$ cat config.mk
export PLATFORM = sky130hd
export DESIGN_NAME = uart_text_command_value_parser_unit
export DESIGN_NICKNAME = d
export VERILOG_FILES = /design/src/utcv_pkg.sv /design/src/utcv_line_parser.sv /design/src/uart_text_command_value_parser_unit.sv
export VERILOG_INCLUDE_DIRS = /design/src /design/src/src
export SDC_FILE = /design/constraint.sdc
export NUM_CORES = 1
export LEC_CHECK = 0
export BUFFER_PORTS_ARGS = -buffer_cell sky130_fd_sc_hd__buf_2
export CORE_MARGIN = 2
export CORE_UTILIZATION = 55
export CTS_CLUSTER_SIZE = 8
export DETAILED_ROUTE_END_ITERATION = 16
export PLACE_DENSITY = 0.77
export SYNTH_ARGS = -nofsm -noshare
export SYNTH_HDL_FRONTEND = slang
export SYNTH_SLANG_ARGS = --single-unit
export TNS_END_PERCENT = 100
$ cat constraint.sdc
create_clock -name clk -period 5 [get_ports clk]
set_input_delay 0 -clock clk [delete_from_list [all_inputs] [get_ports clk]]
set_output_delay 0 -clock clk [all_outputs]
set_load 0.03 [all_outputs]
$ cat src/uart_text_command_value_parser_unit_assert.svh
// assertion macros shared by the parser rtl files
// expects clk and rst_n in the scope of every use
`ifndef UART_TEXT_COMMAND_VALUE_PARSER_UNIT_ASSERT_SVH
`define UART_TEXT_COMMAND_VALUE_PARSER_UNIT_ASSERT_SVH

// condition implies consequence in the same cycle
`define UTCV_ASSERT_SAME(label, ante, cons, msg) \
    label: assert property (@(posedge clk) disable iff (!rst_n) (ante) |-> (cons)) \
        else $error(msg);

// condition implies consequence in the next cycle
`define UTCV_ASSERT_NEXT(label, ante, cons, msg) \
    label: assert property (@(posedge clk) disable iff (!rst_n) (ante) |=> (cons)) \
        else $error(msg);

`endif

$ cat src/utcv_pkg.sv
// shared constants, prefix table and result type for the text command parser
// no dependencies
`default_nettype none

package utcv_pkg;

    // line length limit and derived position width
    localparam int LINE_MAX = 128;
    localparam int POS_W    = $clog2(LINE_MAX);
    localparam logic [POS_W-1:0] POS_LAST = POS_W'(LINE_MAX - 1);

    localparam int NUM_TARGETS = 6;

    // byte codes
    localparam logic [7:0] CHAR_LF    = 8'd10;
    localparam logic [7:0] CHAR_CR    = 8'd13;
    localparam logic [7:0] CHAR_SPACE = 8'd32;
    localparam logic [7:0] CHAR_TAB   = 8'd9;
    localparam logic [7:0] CHAR_VT    = 8'd11;
    localparam logic [7:0] CHAR_FF    = 8'd12;
    localparam logic [7:0] CHAR_PLUS  = 8'd43;
    localparam logic [7:0] CHAR_MINUS = 8'd45;
    localparam logic [7:0] CHAR_ZERO  = 8'd48;
    localparam logic [7:0] CHAR_NINE  = 8'd57;

    // prefix text per target, padded with zero bytes
    localparam logic [7:0] PREFIX_TEXT [NUM_TARGETS][8] = '{
        '{"B", "P", "M", ":", 8'd0, 8'd0, 8'd0, 8'd0},
        '{"T", "E", "M", "P", ":",  8'd0, 8'd0, 8'd0},
        '{"H", "U", "M", ":", 8'd0, 8'd0, 8'd0, 8'd0},
        '{"P", "R", "E", "S", ":",  8'd0, 8'd0, 8'd0},
        '{"L", "G", "T", ":", 8'd0, 8'd0, 8'd0, 8'd0},
        '{"A", "C", "C", "Z", ":",  8'd0, 8'd0, 8'd0}
    };

    localparam logic [2:0] PREFIX_LEN [NUM_TARGETS] = '{
        3'd4, 3'd5, 3'd4, 3'd5, 3'd4, 3'd5
    };

    // one parsed line outcome
    typedef struct packed {
        logic        hit;
        logic [2:0]  target;
        logic [31:0] value;
    } utcv_result_t;

endpackage

`default_nettype wire

$ cat src/utcv_line_parser.sv
// per-byte line parser: prefix match and atoi style number accumulate
// depends on utcv_pkg and the assertion macro header
`default_nettype none
`include "uart_text_command_value_parser_unit_assert.svh"

module utcv_line_parser
    import utcv_pkg::*;
(
    input  wire logic         clk,
    input  wire logic         rst_n,
    input  wire logic         take,
    input  wire logic [7:0]   rx_byte,
    output utcv_result_t      result
);

    typedef enum logic [1:0] {
        PH_SKIP   = 2'd0,
        PH_SIGN   = 2'd1,
        PH_DIGITS = 2'd2,
        PH_DONE   = 2'd3
    } phase_t;

    logic [POS_W-1:0]       pos_reg,   pos_next;
    logic [NUM_TARGETS-1:0] cand_reg,  cand_next;
    phase_t                 phase_reg, phase_next;
    logic                   neg_reg,   neg_next;
    logic [31:0]            acc_reg,   acc_next;

    logic                   is_term;
    logic                   is_digit;
    logic                   is_space;
    logic [NUM_TARGETS-1:0] past_prefix;
    logic                   feed;

    // byte classes
    assign is_term  = (rx_byte == CHAR_LF) || (rx_byte == CHAR_CR);
    assign is_digit = (rx_byte >= CHAR_ZERO) && (rx_byte <= CHAR_NINE);
    assign is_space = (rx_byte == CHAR_SPACE) || (rx_byte == CHAR_TAB) ||
                      (rx_byte == CHAR_VT) || (rx_byte == CHAR_FF);

    // which prefixes are already fully matched at this position
    always_comb
    begin
        for (int i = 0; i < NUM_TARGETS; i++)
        begin
            past_prefix[i] = pos_reg >= POS_W'(PREFIX_LEN[i]);
        end
    end

    // only one candidate can survive the first byte, so the number feeds once
    assign feed = |(cand_reg & past_prefix);

    // result on a terminator: first surviving candidate past its prefix
    always_comb
    begin
        result.hit    = 1'b0;
        result.target = 3'd0;
        result.value  = neg_reg ? (32'd0 - acc_reg) : acc_reg;
        if (is_term && (pos_reg != '0))
        begin
            for (int i = NUM_TARGETS - 1; i >= 0; i--)
            begin
                if (cand_reg[i] && past_prefix[i])
                begin
                    result.hit    = 1'b1;
                    result.target = 3'(i);
                end
            end
        end
    end

    // next line state
    always_comb
    begin
        pos_next   = pos_reg;
        cand_next  = cand_reg;
        phase_next = phase_reg;
        neg_next   = neg_reg;
        acc_next   = acc_reg;
        if (is_term)
        begin
            pos_next   = '0;
            cand_next  = '1;
            phase_next = PH_SKIP;
            neg_next   = 1'b0;
            acc_next   = '0;
        end
        else if (pos_reg < POS_LAST)
        begin
            pos_next = pos_reg + POS_W'(1);
            // prefix compare for candidates still inside their prefix
            for (int i = 0; i < NUM_TARGETS; i++)
            begin
                if (cand_reg[i] && !past_prefix[i] &&
                    (rx_byte != PREFIX_TEXT[i][pos_reg[2:0]]))
                begin
                    cand_next[i] = 1'b0;
                end
            end
            // number phase step
            if (feed)
            begin
                unique case (phase_reg)
                    PH_SKIP:
                    begin
                        if (is_space)
                        begin
                            phase_next = PH_SKIP;
                        end
                        else if ((rx_byte == CHAR_PLUS) || (rx_byte == CHAR_MINUS))
                        begin
                            neg_next   = (rx_byte == CHAR_MINUS);
                            phase_next = PH_SIGN;
                        end
                        else
                        begin
                            phase_next = is_digit ? PH_DIGITS : PH_DONE;
                        end
                    end
                    PH_SIGN:
                    begin
                        phase_next = is_digit ? PH_DIGITS : PH_DONE;
                    end
                    PH_DIGITS:
                    begin
                        phase_next = is_digit ? PH_DIGITS : PH_DONE;
                    end
                    PH_DONE:
                    begin
                        phase_next = PH_DONE;
                    end
                    default:
                    begin
                        phase_next = PH_DONE;
                    end
                endcase
                // times ten plus digit, wrapping
                if (is_digit && (phase_next == PH_DIGITS))
                begin
                    acc_next = (acc_reg << 3) + (acc_reg << 1) + {28'd0, rx_byte[3:0]};
                end
            end
        end
    end

    // line state registers
    always_ff @(posedge clk or negedge rst_n)
    begin
        if (!rst_n)
        begin
            pos_reg   <= '0;
            cand_reg  <= '1;
            phase_reg <= PH_SKIP;
            neg_reg   <= 1'b0;
            acc_reg   <= '0;
        end
        else if (take)
        begin
            pos_reg   <= pos_next;
            cand_reg  <= cand_next;
            phase_reg <= phase_next;
            neg_reg   <= neg_next;
            acc_reg   <= acc_next;
        end
    end

    // position never passes the last kept byte
    `UTCV_ASSERT_SAME(a_pos_range, 1'b1, pos_reg <= POS_LAST, "line position out of range")
    // prefixes differ in their first byte, so at most one survives
    `UTCV_ASSERT_SAME(a_cand_single, pos_reg != '0, $onehot0(cand_reg),
        "more than one prefix candidate after first byte")
    // the number parser only leaves skip once a prefix is matched
    `UTCV_ASSERT_SAME(a_phase_needs_prefix, phase_reg != PH_SKIP, feed || is_term || !take,
        "number phase active without matched prefix")

endmodule

`default_nettype wire

$ cat src/uart_text_command_value_parser_unit.sv
// top level of the uart text command value parser
// depends on utcv_pkg, utcv_line_parser and the assertion macro header
//
//  channel   signals                        direction  payload
//  -------   ----------------------------   ---------  --------------------------
//  input     in_valid, in_ready, rx_byte    in         one received byte
//  output    out_valid, out_ready, target,  out        loaded target and value
//            new_value
//
// one byte per cycle sustained while out_ready is high; a result follows its terminator
// byte through the input register, then the parse into the result register
// the output register holds a result while out_ready is low; the input register
// keeps taking bytes until it is full and the output register is stalled
// reset clears the line state; no clearing pass is needed
`default_nettype none
`include "uart_text_command_value_parser_unit_assert.svh"

module uart_text_command_value_parser_unit
    import utcv_pkg::*;
(
    input  wire logic               clk,
    input  wire logic               rst_n,
    input  wire logic               in_valid,
    output logic                    in_ready,
    input  wire logic [7:0]         rx_byte,
    output logic                    out_valid,
    input  wire logic               out_ready,
    output logic [2:0]              target,
    output logic signed [31:0]      new_value
);

    logic               s1_valid_reg;
    logic [7:0]         s1_byte_reg;
    logic               out_valid_reg, out_valid_next;
    logic [2:0]         out_target_reg;
    logic signed [31:0] out_value_reg;
    logic               advance;
    logic               take;
    utcv_result_t       result;

    // handshake control
    assign advance  = !out_valid_reg || out_ready;
    assign in_ready = !s1_valid_reg || advance;
    assign take     = s1_valid_reg && advance;

    // input register
    always_ff @(posedge clk or negedge rst_n)
    begin
        if (!rst_n)
        begin
            s1_valid_reg <= 1'b0;
        end
        else if (in_ready)
        begin
            s1_valid_reg <= in_valid;
        end
    end

    always_ff @(posedge clk)
    begin
        if (in_valid && in_ready)
        begin
            s1_byte_reg <= rx_byte;
        end
    end

    utcv_line_parser u_parser (
        .clk     (clk),
        .rst_n   (rst_n),
        .take    (take),
        .rx_byte (s1_byte_reg),
        .result  (result)
    );

    // result register
    always_comb
    begin
        out_valid_next = out_valid_reg;
        if (take)
        begin
            out_valid_next = result.hit;
        end
        else if (out_ready)
        begin
            out_valid_next = 1'b0;
        end
    end

    always_ff @(posedge clk or negedge rst_n)
    begin
        if (!rst_n)
        begin
            out_valid_reg <= 1'b0;
        end
        else
        begin
            out_valid_reg <= out_valid_next;
        end
    end

    always_ff @(posedge clk)
    begin
        if (take && result.hit)
        begin
            out_target_reg <= result.target;
            out_value_reg  <= signed'(result.value);
        end
    end

    assign out_valid = out_valid_reg;
    assign target    = out_target_reg;
    assign new_value = out_value_reg;

    // a result only comes from a byte sitting in the input register
    `UTCV_ASSERT_NEXT(a_no_phantom, !out_valid_reg && !s1_valid_reg, !out_valid_reg,
        "result transaction without a pending byte")
    // a stalled input register keeps its byte
    `UTCV_ASSERT_NEXT(a_s1_hold, s1_valid_reg && !advance,
        s1_valid_reg && $stable(s1_byte_reg), "stalled input byte lost")
    // target code names one of the six stored values
    `UTCV_ASSERT_SAME(a_target_range, out_valid_reg, out_target_reg <= 3'(NUM_TARGETS - 1),
        "target code out of range")

endmodule

`default_nettype wire

======== Word level (Yosys, flattened, before mapping) ========
Memory sizes are Yosys's and may differ from the RTL's.
Cells that the tools add are included.
word-level totals
  flip-flop bits (word level) ............. 93
  bits in read-only memories .............. 384
  bits of input ports ..................... 12
  output and inout port bits .............. 37
  word-level logic and storage cells ...... 171
  memories kept ........................... 6
cells by class
  add/subtract/negate cells ............... 4
  $lt $le $gt $ge ......................... 6
  eq/ne operators ......................... 19
  multiplexer cells ....................... 52
  bitwise gates (word level) .............. 3
  reduce and logical (&&, ||, !) cells .... 64
memory list
  name              words  bits a word  rd ports  clocked after memory_dff  wr ports  line                    text
  (name not given)  8      8            1         0                         0         utcv_line_parser.sv:95  (rx_byte != PREFIX_TEXT[i][pos_reg[2:0]]))
  (name not given)  8      8            1         0                         0         utcv_line_parser.sv:95
  (name not given)  8      8            1         0                         0         utcv_line_parser.sv:95
  (name not given)  8      8            1         0                         0         utcv_line_parser.sv:95
  (name not given)  8      8            1         0                         0         utcv_line_parser.sv:95
  (name not given)  8      8            1         0                         0         utcv_line_parser.sv:95
operator list
  kind                   number
  $mux 32                5
  $mux 8                 12
  $ne 8x8->1             6
  $eq 8x4->1 const B     5
  $add 32x32->32         1
  $add 32x4->32          1
  $sub 1x32->32 const A  1
  $mux 4                 7
  $eq 8x6->1 const B     3
  $logic_and 1x1->1      24
  $reduce_bool 2->1      12
  $reduce_and 3->1       7
  $mux 2                 8
  $mux 1                 15
  $ge 7x3->1 const B     2
  $mux 7                 2
  $mux 6                 2
  $ge 8x6->1 const B     1
  $le 8x6->1 const B     1
  $add 7x1->7 const B    1
  $logic_or 1x1->1       7
  $lt 7x7->1 const B     1
  $reduce_bool 7->1      1
  $and 6x6->6            1
  16 further kinds       22

======== Longest topological paths before layout ========
  depth in word-level cells ............... 15
  depth in mapped cells ................... 12
  depth with buffers taken out ............ 11

======== Hierarchy ========
From an unflattened synthesis, not the netlist that was laid out.
second synthesis, totals
  cells, all modules ...................... 739
  area total of the unflattened synthesis .. 6914.1 µm²
modules (own cells, without submodules)
  module                               instances  cells each  area each (µm²)  seq. area each (µm²)
  utcv_line_parser                     1          686         5511.5           1208.7
  uart_text_command_value_parser_unit  1          53          1402.6           1341.3

======== Worst setup path after synthesis ========
Ideal clock, no wire load.
  path kind ............................... reg2reg
  start ................................... register s1_byte_reg[1]
  end ..................................... register out_value_reg[0], in the netlist new_value[0], enable pin
  library setup time ...................... 427 ps
  data arrival time ....................... 3064 ps
  required time ........................... 4573 ps
  setup slack ............................. 1509 ps
  stages on the path, launching flop included .. 9
  buffers on the path ..................... 3
  period minus slack after synthesis ...... 3491 ps
  cell sequence ........................... edfxtp_1 -> buf_4 -> and3b_1 -> o211ai_1 -> clkbuf_1 -> inv_1 -> nand3_1 -> clkbuf_1 -> nor2_1
between the ends
  cells in the longest elaborated chain, start to end .. 5
  elaborated cells on any way between the ends .. 6
  those cells by class .................... eq/ne (2); mux (1); reduce/logical (3)
RTL lines
  item                    line                                        text
  start, declared         uart_text_command_value_parser_unit.sv:33   logic [7:0] s1_byte_reg;
  start signal, assigned  uart_text_command_value_parser_unit.sv:63   s1_byte_reg <= rx_byte;
  $eq 8x4->1              utcv_line_parser.sv:36                      assign is_term = (rx_byte == CHAR_LF) || (rx_byte == CHAR_CR);
  $logic_or 1x1->1 (*)    utcv_line_parser.sv:36
  $logic_and 1x1->1 (*)   utcv_line_parser.sv:59                      if (is_term && (pos_reg != '0))
  $mux 4 (*)              utcv_line_parser.sv:59
  $logic_and 1x1->1 (*)   uart_text_command_value_parser_unit.sv:103  if (take && result.hit)
  end signal, assigned    uart_text_command_value_parser_unit.sv:106  out_value_reg <= signed'(result.value);
  end, declared           uart_text_command_value_parser_unit.sv:36   logic signed [31:0] out_value_reg;
Mark *: on every way between the ends. The rest lies on a longest branch, timed or not.
A chain may end at the register's enable or synchronous reset.

======== Final worst setup path ========
  start ................................... register s1_byte_reg[3]
  end ..................................... register u_parser.acc_reg[28]
between the ends
  cells in the longest elaborated chain, start to end .. 13
  elaborated cells on any way between the ends .. 34
  those cells by class .................... add/sub (1); order compare (2); eq/ne (9); mux (11); reduce/logical (11)
RTL lines
  item                                                          line                                             text
  $ge 8x6->1, or another cell as far along                      utcv_line_parser.sv:37                           assign is_digit = (rx_byte >= CHAR_ZERO) && (rx_byte <= CHAR_NINE);
  $logic_and 1x1->1 / $logic_or 1x1->1 (equally long branches)  utcv_line_parser.sv:37, utcv_line_parser.sv:38
  $mux 1 / $logic_or 1x1->1 (equally long branches)             -
  $mux 2 / $logic_or 1x1->1 (equally long branches)             utcv_line_parser.sv:110, utcv_line_parser.sv:39
  $mux 2                                                        utcv_line_parser.sv:106                          if (is_space)
  $pmux 2 s3                                                    utcv_line_parser.sv:103                          unique case (phase_reg)
  $mux 2                                                        utcv_line_parser.sv:101                          if (feed)
  $mux 2                                                        utcv_line_parser.sv:88                           else if (pos_reg < POS_LAST)
  $mux 2                                                        utcv_line_parser.sv:80                           if (is_term)
  $eq 2x2->1                                                    utcv_line_parser.sv:138                          if (is_digit && (phase_next == PH_DIGITS))
  $logic_and 1x1->1                                             utcv_line_parser.sv:138
  $reduce_bool 2->1 (no source line)                            -
  $reduce_and 4->1 (no source line)                             -
  end signal, assigned                                          utcv_line_parser.sv:163                          acc_reg <= acc_next;
  end, declared                                                 utcv_line_parser.sv:27                           logic [31:0] acc_reg, acc_next;
Several ways; a longest one is shown, not always the timed one. The select of a mux whose other input is x is not followed.

==> results.toml <==
[die]
core_region_area_um2 = 12010
floorplan.io_pins = 49
die_h_um = 115.0
die_w_um = 115.0
dieArea_um2 = 13220
floorplan.rows = 40
floorplan.initialDensity = 0.5640

[final_layout]
total_area_of_multi_input_combinational_cells_um2 = 4013
area.sequential_um2 = 2550
area_growth_syn_to_layout_pct = 11.93
post_route_cells_drive_above_1_share = 0.1061
mostFrequentLayoutCell = "sky130_fd_sc_hd__ha_1"
layout.cells.most_common_list = "69 x sky130_fd_sc_hd__ha_1, 67 x sky130_fd_sc_hd__o21ai_0, 61 x sky130_fd_sc_hd__nand2_1"
layout.nets = 851
num-fill-cells = 964
antenna_cells_inserted = 0

[critical_path]
number_of_cell_instances_on_the_worst_register_to_register_path = 11
crit_arrival_ps = 4320
crit_path_max_fanout = 14
setup.worst_path.start = "s1_byte_reg[3]$_DFFE_PP_"
timing.critical_path.required_ps = 5210
crit_type = "reg2reg"
worst_setup_path_start_kind = "register"
reg2reg_slack_ps = 890
r2r_start = "s1_byte_reg[3]$_DFFE_PP_"
r2r_end = "u_parser.acc_reg[28]$_DFFE_PN0P_"
setup.worst_path.end_class = "register"

[logic_synthesis]
synth-async-reset-ratio = 0.5376
yosys.cell_types.count = 62
synthesis.yosys.warnings = 0
synth-seq-cells = 93
synth_area_um2 = 6774
synth_edf_count = 43
post_synth_inst_count = 723
ys_dominant_reg_cell = "sky130_fd_sc_hd__dfrtp_1"
synth_sequential_area_ratio = 0.3764
synth.avg_cell_area_um2 = 9.369
syn_nets = 806

[timing]
fmaxAchievable_mhz = 243.2
timing.final.crit_share = 0.8223
setup_viol = 0
finalCriticalPeriod_ps = 4111
unrepaired_setup_endpoints_after_global_routing = "false"
report.final.hold_viol_count = 0
fin_setup_tns_ps = 0
worst_clock_skew_ps = 9.012
normalized_max_slew_margin = 0.2965
worst-slew-pin-transition_ps = 1055
timing_max_transition_violations_final = 0

[cts]
tritoncts = "built"
clkLatencyLatePin_ps = 350
cts.reportedPaths.clkPinSlew_ps = 70
clk_path_buf_depth = 2
cts_inserted_buffers = 9
postCtsResizedCells = 0
clockRootBuffer = "sky130_fd_sc_hd__clkbuf_16"
clock_tree.htree_level_count = 3
cts.sinks = 93

[route]
route.vias.total = 5641
drc = 0
vias_per_cell = 6.132
avgRoutedWirePerCell_um = 16.77
finalWirelength_um = 15420
drt.antenna.violating_nets = 0
detail_route.first_pass.iterations = 5
drt_iter0_drc = 467

[pwr]
vdd_drop_max_v = 0.0001999
power_leakage_uw = 0.003393
power.density_nw_per_um2 = 318.4
total_power_uw = 2414

[global_routing]
initial_antenna_violation_count = 0
globalRoute.busiestLayer = "met2"
grt_use_total = 0.2445
pin_count_of_the_biggest_net_entering_global_routing = 67
grt_pass1_vias = 5475
grt_remaining_overflow = 0
grt_first_pass_wirelength_um = 25890
grtUsageMet3 = 0.03637
met2_usage = 0.4192
grt_util_met1 = 0.3114

[min_path]
min_path_type = "in2async"

[place]
dp_hpwl_um = 10700
gp_congestion = 0.8806
placement.io_buffers = 48

[job]
max-cap-violations = 0

[outcome]
outcome = "finished clean"
-- layout make-up --
| class | count | area share |
|---|---|---|
| clock buffer | 9 | 0.02970 |
| clock inverter | 7 | 0.01617 |
| inverter | 26 | 0.01287 |
| multi-input combinational | 574 | 0.5292 |
| sequential | 93 | 0.3363 |
| tap | 147 | 0.02426 |
| timing repair buffer | 64 | 0.05149 |
-- per-stage QoR --
step	utilization	hold slack, ps	setup slack (ps)	std cells	area, um2
6_report	0.6313	306.4	888.7	920	7582
5_1_grt	0.6313	364.4	445.3	920	7582
4_1_cts	0.6313	341.8	928.1	920	7582
3_5_place_dp	0.5923	160.7	954.5	892	7114
3_3_place_gp	0.5923	165.3	1055	892	7114
2_1_floorplan	-	-295.6	1509	723	6774
-- cell usage after synthesis, drive strengths merged (3+ instances only) --
cell,number,share of area
and3,7,0.0065
o21ai,70,0.052
a211oi,8,0.0089
nand2b,6,0.0055
xnor2,51,0.066
nor2b,7,0.0065
o31ai,16,0.018
nor3b,7,0.0078
a31oi,9,0.0083
a41oi,3,0.0039
o41ai,7,0.0091
o32ai,3,0.0039
or3,10,0.0092
nand2,61,0.034
buf,7,0.0061
o22ai,4,0.0037
a311oi,3,0.0039
or4,9,0.011
a21oi,43,0.032
inv,25,0.014
a21o,15,0.017
o2111ai,3,0.0039
clkbuf,23,0.013
nor2,33,0.018
mux2i,3,0.0044
nand3,37,0.027
nor3,14,0.010
and2,4,0.0037
ha,69,0.13
nand3b,3,0.0033
xor2,18,0.023
or2,3,0.0028
a21boi,4,0.0044
a2111oi,3,0.0039
nand4,5,0.0046
o211ai,7,0.0078
dfstp,6,0.023
edfxtp,43,0.19
dfrtp,44,0.16
nor4,8,0.0083
-- cell families (layout without fill, tap and decap cells) --
kind of cell / Yosys count / after routing / share of synthesized area
compound gates: 213 / 213 / 0.1993
xor+xnor: 69 / 69 / 0.08921
fa+ha+maj: 71 / 71 / 0.1334
buf+inv: 56 / 106 / 0.03325
flops: 93 / 93 / 0.3764
mux: 3 / 3 / 0.004433
simple gates: 218 / 218 / 0.1640
-- worst max-delay path by stage --
stage / to / slack (ps) / depth (start not counted)
final: u_parser.acc_reg[28]$_DFFE_PN0P_ / 890 / 11
after global routing: u_parser.acc_reg[28]$_DFFE_PN0P_ / 450 / 11
after CTS: u_parser.acc_reg[28]$_DFFE_PN0P_ / 930 / 11
after detailed placement: u_parser.acc_reg[28]$_DFFE_PN0P_ / 950 / 11
after global placement: u_parser.acc_reg[28]$_DFFE_PN0P_ / 1060 / 11
after floorplan: new_value[0]$_DFFE_PP_ / 1510 / 8
-- report_power, final --
| group | switching (uW) | internal (uW) | leakage [uW] |
|---|---|---|---|
| registers | 109 | 851 | 0.00111 |
| logic | 384 | 271 | 0.00212 |
| clock network | 309 | 491 | 0.000162 |
-- worst max-delay path: stages (launching register included) --
cell,delay [ps]
sky130_fd_sc_hd__edfxtp_1,610
sky130_fd_sc_hd__inv_1,230
sky130_fd_sc_hd__fa_1,570
sky130_fd_sc_hd__inv_1,70
sky130_fd_sc_hd__fa_1,460
sky130_fd_sc_hd__a21oi_1,270
sky130_fd_sc_hd__o211ai_1,140
sky130_fd_sc_hd__a2111oi_0,760
sky130_fd_sc_hd__nor3_1,220
sky130_fd_sc_hd__o41ai_1,340
sky130_fd_sc_hd__xor2_1,190
sky130_fd_sc_hd__o21ai_0,100
-- metal layers --
metal	vias up	share of wire
li1	2787	-
met1	2679	0.45
met2	151	0.48
met3	24	0.046
met4	0	0.020
met5	-	0
-- timing repair --
| item | 4_1_cts | 5_1_grt |
|---|---|---|
| endpoints found under the hold margin | 54 | 0 |
| hold buffers | 12 | 0 |
| endpoints found under the setup margin | 0 | 0 |
| buffers inserted | 0 | 0 |
Note: power is estimated with default switching activity, not from simulation.
